<file path="config.mk">
export PLATFORM = sky130hd
export DESIGN_NAME = imu_bias_smooth_scale
export DESIGN_NICKNAME = d
export VERILOG_FILES = /design/src/sv/ibss_pkg.sv /design/src/sv/ibss_cfg.sv /design/src/sv/ibss_mac.sv /design/src/sv/ibss_seq.sv /design/src/sv/imu_bias_smooth_scale.sv
export SDC_FILE = /design/constraint.sdc
export NUM_CORES = 2
export LEC_CHECK = 0
export BUFFER_PORTS_ARGS = -buffer_cell sky130_fd_sc_hd__buf_2
export CAP_MARGIN = 0
export CORE_MARGIN = 3
export CORE_UTILIZATION = 30
export CTS_CLUSTER_DIAMETER = 60
export DETAILED_ROUTE_END_ITERATION = 10
export HOLD_SLACK_MARGIN = 0.06
export MAX_ROUTING_LAYER = met4
export PLACE_DENSITY = 0.5
export SYNTH_ARGS = -nofsm -noshare
export SYNTH_HDL_FRONTEND = slang
export SYNTH_SLANG_ARGS = --single-unit
</file>
<file path="constraint.sdc">
create_clock -name i_clk -period 12.8 [get_ports i_clk]
set_clock_uncertainty 0.15 [all_clocks]
set_input_delay 0.64 -clock i_clk [delete_from_list [all_inputs] [get_ports i_clk]]
set_output_delay 0.64 -clock i_clk [all_outputs]
set_load 0.005 [all_outputs]
</file>
<file path="src/sv/ibss_pkg.sv">
// Types and constants for the IMU bias removal, smoothing and scaling block
package ibss_pkg;

    localparam int FRACTION_BITS = 16;
    localparam int NUM_AXES      = 6;
    localparam int AXIS_W        = 3;
    localparam int RAW_W         = 16;
    localparam int DIF_W         = RAW_W + 1;             // raw minus bias
    localparam int S_W           = FRACTION_BITS + 18;    // smoother state
    localparam int D_W           = S_W + 1;               // x minus state
    localparam int B_W           = 17;                    // unsigned multiplier operand
    localparam int P_W           = D_W + B_W + 1;         // signed product
    localparam int OUT_W         = 32;
    localparam int BIAS_W        = 48;
    localparam int WGT_W         = 17;
    localparam int GAIN_W        = 32;
    localparam int APB_DW        = 64;
    localparam int APB_AW        = 6;
    localparam int REG_W         = 3;

    localparam logic [AXIS_W-1:0] AXIS_LAST  = AXIS_W'(NUM_AXES - 1);
    localparam logic [AXIS_W-1:0] AXIS_GYRO0 = AXIS_W'(3);

    localparam logic [WGT_W-1:0] ALPHA_ONE = WGT_W'(65536);

    // register map, index = paddr[5:3]
    localparam logic [REG_W-1:0] REG_ACCEL_BIAS = 3'd0;
    localparam logic [REG_W-1:0] REG_GYRO_BIAS  = 3'd1;
    localparam logic [REG_W-1:0] REG_WEIGHT     = 3'd2;
    localparam logic [REG_W-1:0] REG_ACCEL_GAIN = 3'd3;
    localparam logic [REG_W-1:0] REG_GYRO_GAIN  = 3'd4;

    localparam logic [WGT_W-1:0]  WEIGHT_RST     = WGT_W'(9830);
    localparam logic [GAIN_W-1:0] ACCEL_GAIN_RST = GAIN_W'(20573061);
    localparam logic [GAIN_W-1:0] GYRO_GAIN_RST  = GAIN_W'(4575214);

    typedef struct packed {
        logic signed [RAW_W-1:0] raw_accel_x;
        logic signed [RAW_W-1:0] raw_accel_y;
        logic signed [RAW_W-1:0] raw_accel_z;
        logic signed [RAW_W-1:0] raw_gyro_x;
        logic signed [RAW_W-1:0] raw_gyro_y;
        logic signed [RAW_W-1:0] raw_gyro_z;
    } t_in;

    typedef struct packed {
        logic signed [OUT_W-1:0] lin_accel_x;
        logic signed [OUT_W-1:0] lin_accel_y;
        logic signed [OUT_W-1:0] lin_accel_z;
        logic signed [OUT_W-1:0] ang_rate_x;
        logic signed [OUT_W-1:0] ang_rate_y;
        logic signed [OUT_W-1:0] ang_rate_z;
    } t_out;

    typedef struct packed {
        logic [BIAS_W-1:0] accel_bias;
        logic [BIAS_W-1:0] gyro_bias;
        logic [WGT_W-1:0]  weight;
        logic [GAIN_W-1:0] accel_gain;
        logic [GAIN_W-1:0] gyro_gain;
    } t_cfg;

endpackage

</file>
<file path="src/sv/ibss_cfg.sv">
// APB register file holding biases, smoothing weight and gains
module ibss_cfg (
    input  logic                       i_clk,
    input  logic                       i_rst_n,
    input  logic                       psel,
    input  logic                       penable,
    input  logic                       pwrite,
    input  logic [ibss_pkg::APB_AW-1:0] paddr,
    input  logic [ibss_pkg::APB_DW-1:0] pwdata,
    output logic [ibss_pkg::APB_DW-1:0] prdata,
    output logic                       pready,
    output ibss_pkg::t_cfg             o_cfg
);
    import ibss_pkg::*;

    t_cfg             r_cfg;
    logic [REG_W-1:0] reg_idx;
    logic             wr_en;

    assign pready  = 1'b1;
    assign reg_idx = paddr[APB_AW-1:3];
    assign wr_en   = psel & penable & pwrite & pready;
    assign o_cfg   = r_cfg;

    always_ff @(posedge i_clk) begin
        if (!i_rst_n) begin
            r_cfg.accel_bias <= '0;
            r_cfg.gyro_bias  <= '0;
            r_cfg.weight     <= WEIGHT_RST;
            r_cfg.accel_gain <= ACCEL_GAIN_RST;
            r_cfg.gyro_gain  <= GYRO_GAIN_RST;
        end else if (wr_en) begin
            unique case (reg_idx)
                REG_ACCEL_BIAS: r_cfg.accel_bias <= pwdata[BIAS_W-1:0];
                REG_GYRO_BIAS:  r_cfg.gyro_bias  <= pwdata[BIAS_W-1:0];
                REG_WEIGHT:     r_cfg.weight     <= pwdata[WGT_W-1:0];
                REG_ACCEL_GAIN: r_cfg.accel_gain <= pwdata[GAIN_W-1:0];
                REG_GYRO_GAIN:  r_cfg.gyro_gain  <= pwdata[GAIN_W-1:0];
                default: ;
            endcase
        end
    end

    always_comb begin
        unique case (reg_idx)
            REG_ACCEL_BIAS: prdata = APB_DW'(r_cfg.accel_bias);
            REG_GYRO_BIAS:  prdata = APB_DW'(r_cfg.gyro_bias);
            REG_WEIGHT:     prdata = APB_DW'(r_cfg.weight);
            REG_ACCEL_GAIN: prdata = APB_DW'(r_cfg.accel_gain);
            REG_GYRO_GAIN:  prdata = APB_DW'(r_cfg.gyro_gain);
            default:        prdata = '0;
        endcase
    end

endmodule

</file>
<file path="src/sv/ibss_mac.sv">
// Shared signed-by-unsigned multiplier with registered product
module ibss_mac (
    input  logic                              i_clk,
    input  logic                              i_en,
    input  logic signed [ibss_pkg::D_W-1:0]   i_a,
    input  logic        [ibss_pkg::B_W-1:0]   i_b,
    output logic signed [ibss_pkg::P_W-1:0]   o_prod
);
    import ibss_pkg::*;

    logic signed [P_W-1:0] a_ext;
    logic signed [P_W-1:0] b_ext;
    logic signed [P_W-1:0] r_prod;
    logic signed [P_W-1:0] n_prod;

    assign a_ext  = P_W'(i_a);
    assign b_ext  = P_W'($signed({1'b0, i_b}));
    assign n_prod = a_ext * b_ext;
    assign o_prod = r_prod;

    always_ff @(posedge i_clk) begin
        if (i_en) begin
            r_prod <= n_prod;
        end
    end

endmodule

</file>
<file path="src/sv/ibss_seq.sv">
// Per-axis sequencer: bias removal, smoothing update and output scaling
module ibss_seq (
    input  logic            i_clk,
    input  logic            i_rst_n,
    input  ibss_pkg::t_cfg  i_cfg,
    input  logic            i_in_valid,
    output logic            o_in_stall,
    input  ibss_pkg::t_in   i_in_data,
    output logic            o_out_valid,
    input  logic            i_out_stall,
    output ibss_pkg::t_out  o_out_data
);
    import ibss_pkg::*;

    localparam logic [2:0] S_IDLE = 3'd0;
    localparam logic [2:0] S_DIFF = 3'd1;
    localparam logic [2:0] S_MULA = 3'd2;
    localparam logic [2:0] S_UPD  = 3'd3;
    localparam logic [2:0] S_LO   = 3'd4;
    localparam logic [2:0] S_HI   = 3'd5;
    localparam logic [2:0] S_OUT  = 3'd6;
    localparam logic [2:0] S_HOLD = 3'd7;

    localparam int TOP_W = P_W - FRACTION_BITS - OUT_W + 1;

    logic [2:0]          r_state, n_state;
    logic [AXIS_W-1:0]   r_axis, n_axis;
    logic                r_primed, n_primed;
    logic                r_out_valid, n_out_valid;
    t_in                 r_raw;
    t_out                r_out_data;
    logic signed [D_W-1:0]   r_diff;
    logic signed [P_W-1:0]   r_acc;
    logic signed [S_W-1:0]   r_s   [NUM_AXES];
    logic signed [OUT_W-1:0] r_res [NUM_AXES];

    logic                    accept;
    logic                    load_out;
    logic                    is_gyro;
    logic signed [RAW_W-1:0] raw_cur;
    logic [BIAS_W-1:0]       bias_word;
    logic signed [RAW_W-1:0] bias_cur;
    logic signed [DIF_W-1:0] d_val;
    logic signed [S_W-1:0]   x_val;
    logic signed [S_W-1:0]   s_cur;
    logic signed [D_W-1:0]   diff;
    logic [WGT_W-1:0]        alpha;
    logic [GAIN_W-1:0]       gain;
    logic                    mac_en;
    logic signed [D_W-1:0]   mac_a;
    logic [B_W-1:0]          mac_b;
    logic signed [P_W-1:0]   prod;
    logic signed [S_W-1:0]   s_upd;
    logic signed [P_W-1:0]   sum;
    logic [TOP_W-1:0]        sum_top;
    logic signed [OUT_W-1:0] sat_val;

    assign accept      = i_in_valid & ~o_in_stall;
    assign o_in_stall  = (r_state != S_IDLE);
    assign load_out    = (r_state == S_HOLD) & (~r_out_valid | ~i_out_stall);
    assign o_out_valid = r_out_valid;
    assign o_out_data  = r_out_data;

    // operand selection for the current axis
    assign is_gyro = (r_axis >= AXIS_GYRO0);
    assign bias_word = is_gyro ? i_cfg.gyro_bias : i_cfg.accel_bias;

    always_comb begin
        unique case (r_axis)
            3'd0:    raw_cur = r_raw.raw_accel_x;
            3'd1:    raw_cur = r_raw.raw_accel_y;
            3'd2:    raw_cur = r_raw.raw_accel_z;
            3'd3:    raw_cur = r_raw.raw_gyro_x;
            3'd4:    raw_cur = r_raw.raw_gyro_y;
            default: raw_cur = r_raw.raw_gyro_z;
        endcase
    end

    always_comb begin
        unique case (r_axis)
            3'd0, 3'd3: bias_cur = $signed(bias_word[15:0]);
            3'd1, 3'd4: bias_cur = $signed(bias_word[31:16]);
            default:    bias_cur = $signed(bias_word[47:32]);
        endcase
    end

    assign d_val = DIF_W'(raw_cur) - DIF_W'(bias_cur);
    assign x_val = S_W'($signed({d_val, {FRACTION_BITS{1'b0}}}));
    assign s_cur = r_s[r_axis];
    assign diff  = D_W'(x_val) - D_W'(s_cur);

    // weights above one act as one
    assign alpha = i_cfg.weight[WGT_W-1] ? ALPHA_ONE : i_cfg.weight;
    assign gain  = is_gyro ? i_cfg.gyro_gain : i_cfg.accel_gain;

    assign mac_en = (r_state == S_MULA) | (r_state == S_LO) | (r_state == S_HI);
    assign mac_a  = (r_state == S_MULA) ? r_diff : D_W'(s_cur);

    always_comb begin
        unique case (r_state)
            S_MULA:  mac_b = alpha;
            S_LO:    mac_b = {1'b0, gain[15:0]};
            default: mac_b = {1'b0, gain[31:16]};
        endcase
    end

    ibss_mac u_mac (
        .i_clk  (i_clk),
        .i_en   (mac_en),
        .i_a    (mac_a),
        .i_b    (mac_b),
        .o_prod (prod)
    );

    // state always fits; wrap-around in the truncated add is harmless
    assign s_upd = s_cur + $signed(prod[S_W+15:16]);

    // hi + floor(lo / 2^16), then floor by the fraction bits and clip
    assign sum     = prod + r_acc;
    assign sum_top = sum[P_W-1:FRACTION_BITS+OUT_W-1];

    always_comb begin
        if ((&sum_top) | ~(|sum_top)) begin
            sat_val = $signed(sum[FRACTION_BITS+OUT_W-1:FRACTION_BITS]);
        end else if (sum[P_W-1]) begin
            sat_val = $signed({1'b1, {(OUT_W-1){1'b0}}});
        end else begin
            sat_val = $signed({1'b0, {(OUT_W-1){1'b1}}});
        end
    end

    always_comb begin
        n_state     = r_state;
        n_axis      = r_axis;
        n_primed    = r_primed;
        n_out_valid = r_out_valid;
        if (r_out_valid & ~i_out_stall) begin
            n_out_valid = 1'b0;
        end
        unique case (r_state)
            S_IDLE: begin
                if (accept) begin
                    n_axis  = '0;
                    n_state = S_DIFF;
                end
            end
            S_DIFF: n_state = r_primed ? S_MULA : S_LO;
            S_MULA: n_state = S_UPD;
            S_UPD:  n_state = S_LO;
            S_LO:   n_state = S_HI;
            S_HI:   n_state = S_OUT;
            S_OUT: begin
                if (r_axis == AXIS_LAST) begin
                    n_state = S_HOLD;
                end else begin
                    n_axis  = r_axis + 1'b1;
                    n_state = S_DIFF;
                end
            end
            S_HOLD: begin
                if (load_out) begin
                    n_out_valid = 1'b1;
                    n_primed    = 1'b1;
                    n_state     = S_IDLE;
                end
            end
            default: n_state = S_IDLE;
        endcase
    end

    always_ff @(posedge i_clk) begin
        if (!i_rst_n) begin
            r_state     <= S_IDLE;
            r_axis      <= '0;
            r_primed    <= 1'b0;
            r_out_valid <= 1'b0;
        end else begin
            r_state     <= n_state;
            r_axis      <= n_axis;
            r_primed    <= n_primed;
            r_out_valid <= n_out_valid;
        end
    end

    always_ff @(posedge i_clk) begin
        if (accept) begin
            r_raw <= i_in_data;
        end
        if (r_state == S_DIFF) begin
            if (r_primed) begin
                r_diff <= diff;
            end else begin
                r_s[r_axis] <= x_val;
            end
        end
        if (r_state == S_UPD) begin
            r_s[r_axis] <= s_upd;
        end
        if (r_state == S_HI) begin
            r_acc <= prod >>> 16;
        end
        if (r_state == S_OUT) begin
            r_res[r_axis] <= sat_val;
        end
        if (load_out) begin
            r_out_data.lin_accel_x <= r_res[0];
            r_out_data.lin_accel_y <= r_res[1];
            r_out_data.lin_accel_z <= r_res[2];
            r_out_data.ang_rate_x  <= r_res[3];
            r_out_data.ang_rate_y  <= r_res[4];
            r_out_data.ang_rate_z  <= r_res[5];
        end
    end

endmodule

</file>
<file path="src/sv/imu_bias_smooth_scale.sv">
// One sample at a time: a new input is taken only after the previous result has been loaded.
// Six axes in turn through one multiplier; per axis: difference, smoothing product, state
// update, two gain halves and the final clip; the first sample after reset skips the smoothing.
// An output held by stall blocks the next result hand-off, not the wait for it.
// Reset (i_rst_n low, synchronous): registers back to defaults, smoother unprimed, output empty.
// Top level: ties the register file to the per-axis sequencer
module imu_bias_smooth_scale (
    input  logic                        i_clk,
    input  logic                        i_rst_n,
    input  logic                        i_in_valid,
    output logic                        o_in_stall,
    input  ibss_pkg::t_in               i_in_data,
    output logic                        o_out_valid,
    input  logic                        i_out_stall,
    output ibss_pkg::t_out              o_out_data,
    input  logic                        psel,
    input  logic                        penable,
    input  logic                        pwrite,
    input  logic [ibss_pkg::APB_AW-1:0] paddr,
    input  logic [ibss_pkg::APB_DW-1:0] pwdata,
    output logic [ibss_pkg::APB_DW-1:0] prdata,
    output logic                        pready
);
    import ibss_pkg::*;

    t_cfg cfg;

    ibss_cfg u_cfg (
        .i_clk   (i_clk),
        .i_rst_n (i_rst_n),
        .psel    (psel),
        .penable (penable),
        .pwrite  (pwrite),
        .paddr   (paddr),
        .pwdata  (pwdata),
        .prdata  (prdata),
        .pready  (pready),
        .o_cfg   (cfg)
    );

    ibss_seq u_seq (
        .i_clk       (i_clk),
        .i_rst_n     (i_rst_n),
        .i_cfg       (cfg),
        .i_in_valid  (i_in_valid),
        .o_in_stall  (o_in_stall),
        .i_in_data   (i_in_data),
        .o_out_valid (o_out_valid),
        .i_out_stall (i_out_stall),
        .o_out_data  (o_out_data)
    );

endmodule

</file>
==> results_dict.tcl <==
set metrics [dict create \
    hold_viol 0 \
    clockBufferDepth 3 \
    drt_wl_total_um 190000 \
    yosys.cell_types.count 83 \
    clock_latency_ns 0.76 \
    coreArea_mm2 0.208 \
    drive_gt1_share_pct 12.8 \
    syn2layout_area_growth_pct 16.2 \
    cap_violations 0 \
    row_count 167 \
    end_kind "flip-flop" \
    peakVddDrop_mv 0.417 \
    layout_commonest_cell "nand2_1" \
    tightest_slew_ns 1.29 \
    hp-start "pwdata[29]" \
    start_util_pct 30.3 \
    crit_path_start "u_seq.r_axis[0]" \
    power.density_mw_per_mm2 301 \
    synth_edf_count 809 \
    setup_violations 0 \
    postSynthCellCount 5718 \
    required_ns 13.13 \
    dpl.hpwl_um 140000 \
    tns_ns 0 \
    port-buffer-count 395 \
    wl_met1_um 83200 \
    dr.max_layer_used "met4" \
    dieArea_mm2 0.216 \
    synthesis.area_mm2 0.0630 \
    grtUsageTotal_pct 18.0 \
    cp.arrival_ns 10.32 \
    avgSynthCellArea_um2 11.0 \
    drc 0 \
    ys_seq_area_share_pct 44.5 \
    final_max_slew_viol_count 0 \
    fin_util_pct 35.2 \
    grt_pass1_vias 45400 \
    viasPerCell 4.86 \
    start_kind "flip-flop" \
    fillCellCount 20700 \
    wl_met2_um 90300 \
    cts_tree "done" \
    most-common-layout-cells "nand2_1, edfxtp_1, inv_1, fa_1, nor2_1" \
    die_w_um 464 \
    cp_common_cell "fa_1" \
    rsz0062_at_grt "false" \
    cp_max_fo 33 \
    final_antenna_net_count 0 \
    critPathKind "reg2reg" \
    r2r_cells 33 \
    async_flop_share_pct 0 \
    grt_max_degree 98 \
    fin_nets 7167 \
    antenna_found_initial 27 \
    drtPass1Iterations 6 \
    ios 432 \
    layout_setup_ws_ns 2.81 \
    cts_buffers 106 \
    crit_path_end "u_seq.u_mac.o_prod[52]" \
    max-slew-margin-rel_pct 13.9 \
    cts-htree-levels 3 \
    synth-seq-cells 997 \
    cts_resized 0 \
    fin_crit_ns 9.99 \
    p_leak_nw 30.0 \
    whs_ns 0.106 \
    outcome "finished clean" \
    dp_worst_setup_slack_ns 2.81 \
    wl_per_cell_um 21.0 \
    max_freq_mhz 100 \
    yosys_warnings 0 \
    critPathMaxStageDelay_ns 0.80 \
    clock_sinks 997 \
    gp_congestion 0.884 \
    dr_wl_met3_um 10900 \
    hold_class "in2reg" \
    grt_pass1_wl_um 287000 \
    overflow 0 \
    path_clk_slew_ns 0.06 \
    drtIter0Drc 3484 \
    die_height_um 464 \
    crit_slowest_cell "a211oi_4" \
    vias 44000 \
    synthFlopType "edfxtp_1" \
    r2r_start "u_seq.r_axis[0]" \
    r2r-end "u_seq.u_mac.o_prod[52]" \
    root_buffer "clkbuf_16" \
    finalCritPeriodShare_pct 78.0 \
    worst-r2r-setup-slack_ns 2.81 \
]
-- through the flow --
stage               cells  area [um^2]  power [W]
detailed placement   8719        68300     0.0191
global placement     8719        68300     0.0190
finish               9054        73200     0.0221
floorplan            5733        63000     0.0148
global route         9053        73200     0.0240
CTS                  9050        73200     0.0223
-- flip-flops by register name, indices dropped and copies added, names as in the netlist, named ones only --
register	cells
o_out_data	192
u_cfg.o_cfg	177
u_seq.o_out_valid	1
u_seq.r_acc	37
u_seq.r_axis	3
u_seq.r_diff	35
u_seq.r_primed	1
u_seq.r_raw	96
u_seq.r_res	192
u_seq.r_s	204
u_seq.r_state	3
u_seq.u_mac.o_prod	53
-- critical path: cells and delay by family (launching register included) --
family          cells  cell delay [ns]
compound gates     10             2.85
xor+xnor            1             0.15
fa+ha+maj           9             3.91
buf+inv             8             1.33
flops               1             0.51
simple gates        5             0.75
-- repair_timing --
item                      in CTS  in global routing
hold buffers                 139                  0
hold endpoints to repair     241                  0
setup buffers                  0                  0
-- how the worst min path moves through the flow --
stage                     slack (ns)  depth (start not counted)                to
after floorplan                 0.25                          0     o_out_data[0]
after global placement          0.25                          0   o_out_data[190]
after detailed placement        0.25                          0   o_out_data[125]
after CTS                       0.06                          3  u_cfg.o_cfg[133]
after global routing            0.08                          3  u_cfg.o_cfg[133]
final                           0.11                          3  u_cfg.o_cfg[158]
-- kinds of logic (layout without fill, tap and decap cells) --
logic type / after synthesis / after routing / synth area share (%)
compound gates: 1027 / 1027 / 10.9
xor+xnor: 160 / 160 / 2.22
fa+ha+maj: 816 / 816 / 23.0
buf+inv: 987 / 1516 / 6.09
flops: 997 / 997 / 44.5
mux: 105 / 105 / 2.42
other cells: 2 / 21 / 0.0119
simple gates: 1624 / 1624 / 10.8
-- cell usage after synthesis, types with 19 or more instances --
library cell | n | area (um^2)
a211oi_1 | 37 | 278
a21boi_0 | 149 | 1120
a21o_1 | 109 | 818
a21oi_1 | 269 | 1350
a22oi_1 | 110 | 826
a31oi_1 | 20 | 125
and2_1 | 24 | 150
and3_1 | 58 | 363
buf_1 | 22 | 82.6
buf_2 | 31 | 155
clkbuf_1 | 214 | 803
dfxtp_1 | 188 | 3760
edfxtp_1 | 809 | 24300
fa_1 | 568 | 11400
ha_1 | 248 | 3100
inv_1 | 697 | 2620
mux2_2 | 33 | 372
mux2i_1 | 37 | 370
mux4_2 | 34 | 766
nand2_1 | 877 | 3290
nand2b_1 | 21 | 131
nand3_1 | 65 | 325
nand4_1 | 22 | 138
nor2_1 | 421 | 1580
nor2b_1 | 41 | 257
nor3_1 | 41 | 205
o211ai_1 | 19 | 143
o21a_1 | 30 | 225
o21ai_0 | 117 | 586
o21ai_1 | 23 | 115
o22ai_1 | 21 | 131
xnor2_1 | 105 | 920
xor2_1 | 55 | 482
-- layer usage --
metal	up-vias	track usage (%)
met4	0	5.23
li1	20200	-
met3	292	2.22
met1	22100	23.7
met2	1423	29.2
met5	-	-
-- final cells by class --
class | count | area (um^2) | share of cell area (%)
multi-input combinational | 3749 | 31500 | 43.0
inverter | 697 | 2620 | 3.57
timing repair buffer | 627 | 4080 | 5.57
clock buffer | 136 | 2860 | 3.90
sequential | 997 | 28100 | 38.3
clock inverter | 56 | 618 | 0.844
tap | 2788 | 3490 | 4.76
antenna | 4 | 10.0 | 0.0137
-- power breakdown --
part           internal [W]  switching, W  leakage (nW)  total (W)
combinational       0.00556       0.00856          19.4     0.0141
clock               0.00172       0.00135          1.68    0.00307
sequential          0.00463      0.000226          8.86    0.00486
total                0.0119        0.0101          30.0     0.0221
Note: power is estimated with default switching activity, not from simulation.
